**src/design/bta_pkg.sv**
```systemverilog
// ----------------------------------------------------------------------------
// Block table allocator package
// Shared types, operation and status codes, and parameter defaults.
// ----------------------------------------------------------------------------
package bta_pkg;

  localparam int NUM_BLOCKS_DEF  = 1024;
  localparam int BLOCK_BYTES_DEF = 4096;
  localparam int ACTIVE_RESET    = 1024;

  localparam logic [1:0] OP_ALLOC  = 2'd0;
  localparam logic [1:0] OP_FREE   = 2'd1;
  localparam logic [1:0] OP_RESIZE = 2'd2;

  localparam logic [1:0] ST_OK      = 2'd0;
  localparam logic [1:0] ST_NOROOM  = 2'd1;
  localparam logic [1:0] ST_OUTSIDE = 2'd2;

  localparam logic CFG_HEAP_BASE = 1'b0;
  localparam logic CFG_ACTIVE    = 1'b1;

  typedef struct packed {
    logic [1:0]  operation;
    logic [31:0] size_bytes;
    logic [63:0] address;
  } req_t;

  typedef struct packed {
    logic [1:0]  status;
    logic [63:0] result_address;
    logic        moved;
    logic [10:0] used_count;
    logic [10:0] free_count;
  } rsp_t;

  typedef struct packed {
    logic next;
    logic first;
    logic taken;
  } mark_t;

  typedef enum logic [4:0] {
    S_CLEAR, S_IDLE, S_DIVB, S_DECIDE, S_LEN_RD, S_LEN, S_AFTER,
    S_ALLOC, S_FIT_RD, S_FIT, S_TAKE, S_REL, S_TRIM, S_GROW_RD, S_GROW,
    S_GROW_WR, S_LINK, S_OUT
  } state_t;

endpackage

```
**src/design/bta_div.sv**
```systemverilog
// ----------------------------------------------------------------------------
// Block table allocator divider
// Division by a fixed power-of-two divisor, done as a right shift.
// ----------------------------------------------------------------------------
module bta_div #(
  parameter int DW      = 64,
  parameter int DIVISOR = 4096
) (
  input  logic [DW-1:0] dividend,
  output logic [DW-1:0] quotient
);

  // The divisor must be a power of two.
  localparam int SH = $clog2(DIVISOR);

  assign quotient = dividend >> SH;

endmodule

```
**src/design/block_table_allocator.sv**
```systemverilog
// ----------------------------------------------------------------------------
// Block table allocator
// First-fit allocator over a table of block marks held in one memory.
// ----------------------------------------------------------------------------
// Requests arrive on the in channel (valid/ready) and each one produces
// exactly one response on the out channel. Configuration writes go through
// cfg_we/cfg_index/cfg_data; the user must issue them only while the block
// is idle, and the block does not enforce this. Writing active_blocks clears
// the pool. BLOCK_BYTES must be a power of two. Steps per request: the block
// count is formed at acceptance, then the block index is registered and the
// request is decoded, then the table is walked at one entry per cycle: a
// chain walk of up to the run length, a first-fit scan of up to NUM_BLOCKS
// entries, and a write per entry taken or released. A request is taken only
// in the idle state, so the next one is not accepted until the response of
// the current one has been placed in the output register.
// After reset and after each active_blocks write, a clearing pass over all
// NUM_BLOCKS entries runs while in_ready is low.
// A finished response sits in the output register; the next request is
// taken meanwhile, and its response waits until the earlier transfer is done.
// ----------------------------------------------------------------------------
module block_table_allocator
  import bta_pkg::*;
#(
  parameter int NUM_BLOCKS  = NUM_BLOCKS_DEF,
  parameter int BLOCK_BYTES = BLOCK_BYTES_DEF
) (
  input  logic        clk,
  input  logic        rst,
  input  logic        in_valid,
  output logic        in_ready,
  input  req_t        in_data,
  output logic        out_valid,
  input  logic        out_ready,
  output rsp_t        out_data,
  input  logic        cfg_we,
  input  logic        cfg_index,
  input  logic [63:0] cfg_data
);

  localparam int IW = $clog2(NUM_BLOCKS);
  localparam int CW = $clog2(NUM_BLOCKS + 1);
  localparam int BW = $clog2(BLOCK_BYTES + 1);
  localparam int PW = CW + BW;

  state_t state, state_next;

  logic [63:0] heap_base;
  logic [10:0] active;
  logic [CW-1:0] pool, cfg_pool;

  logic [CW-1:0] ptr, ptr_next, cnt, cnt_next, run, run_next, len, len_next;
  logic [CW-1:0] b, b_next, nc, nc_next, used, used_next, free, free_next;
  logic n_zero, n_zero_next, n_big, n_big_next, outside, outside_next;
  logic [1:0]  op, op_next, st, st_next;
  logic [63:0] addr, addr_next, res, res_next;
  logic moved, moved_next, move, move_next, trim, trim_next;
  mark_t last_mark, last_mark_next, keep_mark, keep_mark_next;
  logic [PW-1:0] prod, prod_next;

  logic [CW-1:0] ptr_inc, run_inc, len_inc, fit_start, b_nc, b_len;
  logic [CW:0]   grow_end;

  mark_t mem [NUM_BLOCKS];
  mark_t rdata, mem_wdata;
  logic  mem_we;
  logic [IW-1:0] raddr, mem_waddr;

  logic [63:0] nblk_q, bidx_q;

  assign pool     = (32'(active) > NUM_BLOCKS) ? CW'(NUM_BLOCKS) : CW'(active);
  assign cfg_pool = (32'(cfg_data[10:0]) > NUM_BLOCKS) ? CW'(NUM_BLOCKS)
                                                      : CW'(cfg_data[10:0]);
  assign ptr_inc   = ptr + 1'b1;
  assign run_inc   = run + 1'b1;
  assign len_inc   = len + 1'b1;
  assign fit_start = ptr - run;
  assign b_nc      = b + nc;
  assign b_len     = b + len;
  assign grow_end  = {1'b0, b} + {1'b0, nc};

  assign in_ready = (state == S_IDLE);

  // Block count of the incoming size, rounded up.
  bta_div #(.DW(64), .DIVISOR(BLOCK_BYTES)) u_nblk (
    .dividend (64'(in_data.size_bytes) + 64'(BLOCK_BYTES - 1)),
    .quotient (nblk_q)
  );

  // Block index of the registered address.
  bta_div #(.DW(64), .DIVISOR(BLOCK_BYTES)) u_bidx (
    .dividend (addr - heap_base),
    .quotient (bidx_q)
  );

  always_ff @(posedge clk) begin
    if (mem_we) begin
      mem[mem_waddr] <= mem_wdata;
    end
    rdata <= mem[raddr];
  end

  always_ff @(posedge clk) begin
    if (rst) begin
      heap_base <= '0;
      active    <= 11'(ACTIVE_RESET);
    end else if (cfg_we) begin
      if (cfg_index == CFG_HEAP_BASE) begin
        heap_base <= cfg_data;
      end else begin
        active <= cfg_data[10:0];
      end
    end
  end

  always_comb begin
    state_next     = state;
    ptr_next       = ptr;
    cnt_next       = cnt;
    run_next       = run;
    len_next       = len;
    b_next         = b;
    nc_next        = nc;
    used_next      = used;
    free_next      = free;
    n_zero_next    = n_zero;
    n_big_next     = n_big;
    outside_next   = outside;
    op_next        = op;
    st_next        = st;
    addr_next      = addr;
    res_next       = res;
    moved_next     = moved;
    move_next      = move;
    trim_next      = trim;
    last_mark_next = last_mark;
    keep_mark_next = keep_mark;
    prod_next      = prod;
    raddr          = ptr_inc[IW-1:0];
    mem_we         = 1'b0;
    mem_waddr      = ptr[IW-1:0];
    mem_wdata      = '0;
    case (state)
      S_CLEAR: begin
        mem_we   = 1'b1;
        ptr_next = ptr_inc;
        if (ptr == CW'(NUM_BLOCKS - 1)) begin
          ptr_next   = '0;
          state_next = S_IDLE;
        end
      end
      S_IDLE: begin
        if (in_valid) begin
          op_next     = in_data.operation;
          addr_next   = in_data.address;
          st_next     = ST_OK;
          res_next    = '0;
          moved_next  = 1'b0;
          move_next   = 1'b0;
          trim_next   = 1'b0;
          n_zero_next = (nblk_q == '0);
          n_big_next  = nblk_q > 64'(pool);
          nc_next     = nblk_q[CW-1:0];
          state_next  = S_DIVB;
        end
      end
      S_DIVB: begin
        outside_next = (addr < heap_base) || (bidx_q >= 64'(pool));
        b_next       = bidx_q[CW-1:0];
        state_next   = S_DECIDE;
      end
      S_DECIDE: begin
        case (op)
          OP_ALLOC: state_next = S_ALLOC;
          OP_FREE, OP_RESIZE: begin
            if (addr == '0) begin
              state_next = (op == OP_FREE) ? S_OUT : S_ALLOC;
            end else if (outside) begin
              st_next    = ST_OUTSIDE;
              state_next = S_OUT;
            end else begin
              state_next = S_LEN_RD;
            end
          end
          default: state_next = S_OUT;
        endcase
      end
      S_LEN_RD: begin
        raddr      = b[IW-1:0];
        ptr_next   = b;
        len_next   = '0;
        state_next = S_LEN;
      end
      S_LEN: begin
        if (ptr >= pool || !rdata.taken) begin
          state_next = S_AFTER;
        end else begin
          len_next       = len_inc;
          last_mark_next = rdata;
          if (!n_big && len_inc == nc) begin
            keep_mark_next = rdata;
          end
          if (!rdata.next) begin
            state_next = S_AFTER;
          end else begin
            ptr_next = ptr_inc;
          end
        end
      end
      S_AFTER: begin
        if (op == OP_FREE || n_zero) begin
          ptr_next   = b;
          cnt_next   = len;
          state_next = S_REL;
        end else if (len == '0) begin
          state_next = S_ALLOC;
        end else if (!n_big && nc <= len) begin
          res_next = addr;
          if (nc < len) begin
            ptr_next   = b_nc;
            cnt_next   = len - nc;
            trim_next  = 1'b1;
            state_next = S_REL;
          end else begin
            state_next = S_OUT;
          end
        end else if (!n_big && grow_end <= {1'b0, pool}) begin
          state_next = S_GROW_RD;
        end else begin
          move_next  = 1'b1;
          state_next = S_ALLOC;
        end
      end
      S_ALLOC: begin
        if (n_zero || n_big) begin
          st_next    = ST_NOROOM;
          state_next = S_OUT;
        end else begin
          state_next = S_FIT_RD;
        end
      end
      S_FIT_RD: begin
        raddr      = '0;
        ptr_next   = '0;
        run_next   = '0;
        state_next = S_FIT;
      end
      S_FIT: begin
        if (ptr >= pool) begin
          st_next    = ST_NOROOM;
          state_next = S_OUT;
        end else if (rdata.taken) begin
          run_next = '0;
          ptr_next = ptr_inc;
        end else if (run_inc == nc) begin
          ptr_next   = fit_start;
          cnt_next   = nc;
          prod_next  = PW'(fit_start) * PW'(BLOCK_BYTES);
          state_next = S_TAKE;
        end else begin
          run_next = run_inc;
          ptr_next = ptr_inc;
        end
      end
      S_TAKE: begin
        mem_we          = 1'b1;
        mem_wdata.taken = 1'b1;
        mem_wdata.first = (cnt == nc);
        mem_wdata.next  = (cnt != CW'(1));
        ptr_next        = ptr_inc;
        cnt_next        = cnt - 1'b1;
        used_next       = used + 1'b1;
        free_next       = free - 1'b1;
        if (cnt == CW'(1)) begin
          res_next = heap_base + 64'(prod);
          if (move) begin
            moved_next = 1'b1;
            ptr_next   = b;
            cnt_next   = len;
            state_next = S_REL;
          end else begin
            state_next = S_OUT;
          end
        end
      end
      S_REL: begin
        if (cnt == '0) begin
          state_next = trim ? S_TRIM : S_OUT;
        end else begin
          mem_we    = 1'b1;
          ptr_next  = ptr_inc;
          cnt_next  = cnt - 1'b1;
          used_next = used - 1'b1;
          free_next = free + 1'b1;
        end
      end
      S_TRIM: begin
        mem_we         = 1'b1;
        mem_waddr      = IW'(b_nc - 1'b1);
        mem_wdata      = keep_mark;
        mem_wdata.next = 1'b0;
        state_next     = S_OUT;
      end
      S_GROW_RD: begin
        raddr      = b_len[IW-1:0];
        ptr_next   = b_len;
        state_next = S_GROW;
      end
      S_GROW: begin
        if (ptr == b_nc) begin
          ptr_next   = b_len;
          state_next = S_GROW_WR;
        end else if (rdata.taken) begin
          move_next  = 1'b1;
          state_next = S_ALLOC;
        end else begin
          ptr_next = ptr_inc;
        end
      end
      S_GROW_WR: begin
        mem_we          = 1'b1;
        mem_wdata.taken = 1'b1;
        mem_wdata.next  = (ptr_inc != b_nc);
        ptr_next        = ptr_inc;
        used_next       = used + 1'b1;
        free_next       = free - 1'b1;
        if (ptr_inc == b_nc) begin
          state_next = S_LINK;
        end
      end
      S_LINK: begin
        mem_we         = 1'b1;
        mem_waddr      = IW'(b_len - 1'b1);
        mem_wdata      = last_mark;
        mem_wdata.next = 1'b1;
        res_next       = addr;
        state_next     = S_OUT;
      end
      S_OUT: begin
        if (!out_valid || out_ready) begin
          state_next = S_IDLE;
        end
      end
      default: state_next = S_IDLE;
    endcase
    // A new pool size empties the table.
    if (cfg_we && cfg_index == CFG_ACTIVE) begin
      state_next = S_CLEAR;
      ptr_next   = '0;
      used_next  = '0;
      free_next  = cfg_pool;
    end
  end

  always_ff @(posedge clk) begin
    if (rst) begin
      state <= S_CLEAR;
      ptr   <= '0;
      used  <= '0;
      free  <= (NUM_BLOCKS < ACTIVE_RESET) ? CW'(NUM_BLOCKS) : CW'(ACTIVE_RESET);
    end else begin
      state <= state_next;
      ptr   <= ptr_next;
      used  <= used_next;
      free  <= free_next;
    end
  end

  always_ff @(posedge clk) begin
    cnt       <= cnt_next;
    run       <= run_next;
    len       <= len_next;
    b         <= b_next;
    nc        <= nc_next;
    n_zero    <= n_zero_next;
    n_big     <= n_big_next;
    outside   <= outside_next;
    op        <= op_next;
    st        <= st_next;
    addr      <= addr_next;
    res       <= res_next;
    moved     <= moved_next;
    move      <= move_next;
    trim      <= trim_next;
    last_mark <= last_mark_next;
    keep_mark <= keep_mark_next;
    prod      <= prod_next;
  end

  always_ff @(posedge clk) begin
    if (rst) begin
      out_valid <= 1'b0;
    end else if (state == S_OUT && (!out_valid || out_ready)) begin
      out_valid               <= 1'b1;
      out_data.status         <= st;
      out_data.result_address <= res;
      out_data.moved          <= moved;
      out_data.used_count     <= 11'(used);
      out_data.free_count     <= 11'(free);
    end else if (out_ready) begin
      out_valid <= 1'b0;
    end
  end

  a_count_sum: assert property (@(posedge clk) disable iff (rst)
    state == S_IDLE |-> 32'(used) + 32'(free) == 32'(pool))
    else $error("used and free counts do not add up to the pool size");

  a_used_bound: assert property (@(posedge clk) disable iff (rst)
    state != S_CLEAR |-> used <= pool)
    else $error("used count exceeds the pool size");

  a_idle_no_write: assert property (@(posedge clk) disable iff (rst)
    state == S_IDLE |-> !mem_we)
    else $error("table written while idle");

  a_accept_index: assert property (@(posedge clk) disable iff (rst)
    in_valid && in_ready && !cfg_we |=> state == S_DIVB)
    else $error("accepted request did not move to the block index step");

endmodule
```
**config.mk**
```make
export PLATFORM = sky130hd
export DESIGN_NAME = block_table_allocator
export DESIGN_NICKNAME = d
export VERILOG_FILES = /design/src/design/bta_pkg.sv /design/src/design/bta_div.sv /design/src/design/block_table_allocator.sv
export SDC_FILE = /design/constraint.sdc
export NUM_CORES = 2
export LEC_CHECK = 0
export ABC_AREA = 1
export BUFFER_PORTS_ARGS = -buffer_cell sky130_fd_sc_hd__buf_2
export CAP_MARGIN = 30
export CORE_MARGIN = 1
export CORE_UTILIZATION = 64
export DETAILED_ROUTE_END_ITERATION = 10
export PLACE_DENSITY_LB_ADDON = 0.08
export SLEW_MARGIN = 15
export SYNTH_ARGS = -nofsm -noshare
export SYNTH_HDL_FRONTEND = slang
export SYNTH_SLANG_ARGS = --single-unit
```
**constraint.sdc**
```tcl
create_clock -name clk -period 41.2 [get_ports clk]
set_clock_uncertainty 0.15 [all_clocks]
set_input_delay 8.24 -clock clk [delete_from_list [all_inputs] [get_ports clk]]
set_output_delay 8.24 -clock clk [all_outputs]
set_load 0.03 [all_outputs]
```
Word level (Yosys, flattened, before mapping)

Memory sizes are Yosys's and may differ from the RTL's. A register that Yosys moved wholly into a read port is not among the register bits.
Index checks and enable logic that the tools add are counted.

Flip-flop bits (word level): 411
RAM bits: 3,072
Word-level logic and storage cells: 290
Memories kept: 1

Memory list:

| name | depth | bits a word | rd ports | clocked after Yosys merged registers in | wr ports | line                        | text |
|---|---|---|---|---|---|---|---|
| mem  | 1,024 | 3           | 1        | 1                                       | 1        | block_table_allocator.sv:63 | `mark_t mem [NUM_BLOCKS];` |

Add/subtract/negate cells: 18
Order comparisons: 9
Equality and inequality tests: 64
Mux-type cells: 106
Bitwise operators: 5
Reductions and logical operators: 55

Operators with widths:

| cell                                                                  | number |
|---|---|
| 11-bit 2-to-1 mux                                                     | 34 |
| 64-bit 2-to-1 mux                                                     | 5 |
| 64-bit case mux with 4 select lines                                   | 1 |
| 64-bit logical NOT                                                    | 2 |
| 11-bit case mux with 11 select lines                                  | 1 |
| 5-bit 2-to-1 mux                                                      | 23 |
| 11-bit case mux with 2 select lines                                   | 4 |
| 5-bit case mux with 17 select lines                                   | 1 |
| 64-bit by 23-bit adder with 64-bit output                             | 1 |
| 64-bit < comparator                                                   | 1 |
| 64-bit subtractor                                                     | 1 |
| 11-bit by 1-bit adder with 11-bit output (second input constant)      | 5 |
| 11-bit == test                                                        | 5 |
| 52-bit by 11-bit >= comparator with 1-bit output                      | 1 |
| 2-bit != test (second input constant)                                 | 26 |
| 11-bit case mux with 4 select lines                                   | 1 |
| 5-bit by 4-bit == test with 1-bit output (second input constant)      | 8 |
| 32-bit by 12-bit adder with 33-bit output (second input constant)     | 1 |
| 11-bit by 1-bit subtractor with 11-bit output (second input constant) | 3 |
| 3-bit != test (second input constant)                                 | 10 |
| 10-bit case mux with 3 select lines                                   | 1 |
| 11-bit adder                                                          | 2 |
| 11-bit > comparator (second input constant)                           | 2 |
| 11-bit logical NOT                                                    | 2 |
| other kinds (46)                                                      | 116 |

Depth between registers and ports, before layout

Depth after elaboration: 9
Depth in mapped cells: 26
Gate-level depth less buffers: 26

Cells and area by module

Synthesis repeated with hierarchy kept, for this count alone.

Cell total of the unflattened synthesis: 12,276
Area total of the unflattened synthesis: 119,485.8 um^2

By module, submodules not included:

| module                | instances | cells each | area each (um^2) | seq. area each (um^2) |
|---|---|---|---|---|
| block_table_allocator | 1         | 12,146     | 118,517.4        | 72,679.7 |
| bta_div               | 2         | 65         | 484.2            | 0.0 |

Worst setup path after synthesis

No wires, ideal clock.

Kind: flip-flop to flip-flop
Start point: reg nc[0]
End point: mem mem[0][2] in the netlist's numbering, data pin
Library setup time: 5,184 ps
Data arrival time: 14,543 ps
Data required time: 35,866 ps
Slack: 21,324 ps
Stages on the path, launching flop included: 15
Period minus slack after synthesis: 19,876 ps
Path through: edfxtp_1 ha_1 inv_1 fa_1 inv_1 nand4_1 nand3_1 nand2_1 o21ai_0 xor2_1 xor2_1 nor2_1 nand4_1 nand2_1 nand3_1

RTL lines:

| element                | line                         | text |
|---|---|---|
| from (decl)            | block_table_allocator.sv:52  | `logic [CW-1:0] b, b_next, nc, nc_next, used, used_next, free, free_next;` |
| from (signal assigned) | block_table_allocator.sv:373 | `nc <= nc_next;` |
| to (decl)              | block_table_allocator.sv:63  |  |

Final worst setup path

Start point: reg state[0]
End point: out in_ready

Cells in the longest elaborated chain, start to end: 1

RTL lines:

| element                                  | line                         | text |
|---|---|---|
| from (decl)                              | block_table_allocator.sv:45  | `state_t state, state_next;` |
| from (signal assigned)                   | block_table_allocator.sv:361 | `state <= state_next;` |
| 5-bit by 1-bit == test with 1-bit output | block_table_allocator.sv:81  | `assign in_ready = (state == S_IDLE);` |
| to (decl)                                | block_table_allocator.sv:30  | `output logic in_ready,` |

No other way between the ends.

==> impl_metrics.yaml <==
outcome:
  status: "finished clean"
clock_tree:
  ctsResizeCount: 0
  cts.sinks: 2459
  clockBufferDepth: 3
  postCtsHoldBufs: 0
  cts_buffers: 236
  clock_latency_ns: 0.91
  clk_pin_slew_ns: 0.06
  cts_root_buffer: "clkbuf_16"
  cts_setup_buffers: 0
  cts-htree-levels: 4
  cts_tree: "done"
timing:
  max_freq_mhz: 94.25
  final.period_utilization: 0.2575
  slew-limit-headroom: 0.2302
  fin_setup_tns_ns: 0
  setup_viol: 0
  rsz0062_at_grt: "no"
  hold_viol_final: 0
  maxSlewViolCount: 0
  period_minus_slack_ns: 10.61
  tightest_slew_ns: 1.155
  setup_ws_ns: 30.59
floorplan:
  io_pins: 259
  core_sq_mm: 0.1837
  die_width_um: 432.8
  start_util: 0.6466
  die_y_um: 432.8
  die_area_sq_mm: 0.1873
  rows: 157
final_layout:
  syn_to_final_growth_pct: 9.503
  layout_common_cells: "nand2_1, edfxtp_1, nand3_1"
  layout_commonest_cell: "nand2_1"
  finalNetCount: 12550
  fin_area_sq_mm: 0.1301
  drive_above_1_share: 0.07172
  fin_cells: 14850
synth:
  yosys.area.top_type_share: 0.5924
  synth_area_leaders: "edfxtp_1, nand2_1, nand3_1"
  synth-seq-cells: 2459
  synth_nets: 12610
  syn_area_per_cell_sq_um: 9.697
  seq_area_frac_synth: 0.6120
  ys_types: 63
  ys.flop_type: "edfxtp_1"
  syn_inst: 12250
  syn-cell-area_sq_mm: 0.1188
  synth_edf_count: 2343
  synthArstFlopShare: 0
  ys.warnings.count: 0
  synth_top_cell_by_area: "edfxtp_1"
critical_path:
  worstPathArrival_ns: 2.22
  reg2reg_slack_ns: 34.52
  worstPathRequired_ns: 32.81
  path_max_fanout: 6
  rr_worst_depth: 21
  crit_type: "register to primary output"
  cp-end-kind: "primary output"
  start_kind: "register"
place:
  hpwl_um: 210900
  place.port_buffers: 258
  dp.cells: 14390
  pre_cts_ws_ns: 29.93
  gp_congestion: 1.008
  placed_area_sq_mm: 0.1219
global_routing:
  grt_max_degree: 203
  antenna_found_initial: 4
  gr-total-overflow: 0
  grt_usage: 0.3795
  grt_pass1_wl_um: 532200
  first_global_vias: 87710
power_and_ir_drop:
  p_leak_uw: 0.04930
  ir_drop_uv: 53.65
  powerDensity_mw_per_mm2: 41.43
route:
  routedWlPerCell_um: 24.26
  drtAntennaViolNets: 0
  drc_errors: 0
  vias: 92400
  drtIter0Drc: 12190
  finalWirelength_um: 360200
  first_pass_iters: 7
  vias_per_cell: 6.223
job:
  cap_violations: 0
min_path:
  hold_path.class: "register to register"
  min_path_cells: 0
[where the power goes]
| part | switching [uW] | leakage, uW | total (uW) | internal, uW |
|---|---|---|---|---|
| sequential | 8.18 | 0.0198 | 2710 | 2700 |
| clock | 951 | 0.00377 | 2170 | 1220 |
| combinational | 353 | 0.0257 | 507 | 153 |
| total | 1310 | 0.0493 | 5390 | 4080 |
[layer usage]
layer,global-route usage,part of all wire
met1,0.4968,0.36
met5,0,0.000025
met2,0.6015,0.46
met3,0.07200,0.11
met4,0.2054,0.060
[synth_stat cells (10+ instances only)]
master	count
nand3b_1	345
buf_1	106
o21ai_0	295
o211ai_1	377
a21oi_1	279
ha_1	188
nand2_1	2643
nor3_1	66
nor4_1	41
a211oi_1	14
clkbuf_1	484
nand4_1	76
inv_1	1316
o31ai_1	11
nor2_1	1455
a31oi_1	33
o21bai_1	19
inv_2	10
edfxtp_1	2343
or2_2	19
buf_2	144
nand3_1	1566
a21o_1	14
o22ai_1	24
dfxtp_1	116
a21boi_0	10
xor2_1	98
xnor2_1	35
[critical path, cell delays in order (launching register included)]
cell     delay, ns
dfxtp_1       0.47
nand2_1       0.15
inv_1         0.07
nand2_1       0.06
nor2_1        0.31
buf_2         0.31
[path summary, 6_finish.rpt]
path | from | endpoint
worst max-delay path | state[0] | in_ready
worst min-delay path | res[9] | out_data[32]
worst max register to register | state[1] | rdata[2]
worst min register to register | res[9] | out_data[32]
[through the flow]
stage / hold WS (ns) / utilization / power, uW
global placement: 0.2552 / 0.6624 / 3243
global route: 0.2724 / 0.7080 / 5531
floorplan: 0.2503 / - / 3105
CTS: 0.2685 / 0.7057 / 5384
finish: 0.2673 / 0.7081 / 5388
detailed placement: 0.2545 / 0.6635 / 3253
[state kept, by name (all words and copies together) (netlist names), 5 cells and up]
register   count
run           11
state          5
active        11
ptr           11
prod          11
res           64
used          11
out_data      89
b             11
nc            11
heap_base     64
mem         2048
free          11
len           11
addr          64
cnt           11
[cell type report]
type                    count  area [sq um]
clock buffers             292          6289
diodes                      2         5.005
flip-flops and latches   2459         72680
well taps                2464          3083
repair buffers            434          3189
multi-input cells        7721         38330
clock inverters           145          1458
inverters                1330          5021
fillers                 13330         53620
[logic make-up (layout without fill, tap and decap cells)]
family	after synthesis	count (layout)	synth area share
other cells	0	2	0
simple gates	6251	6251	0.2303
xor+xnor	133	133	0.009808
fa+ha+maj	195	195	0.02099
buf+inv	2067	2201	0.06694
compound gates	1142	1142	0.06000
flops	2459	2459	0.6120
Note: power is estimated with default switching activity, not from simulation.
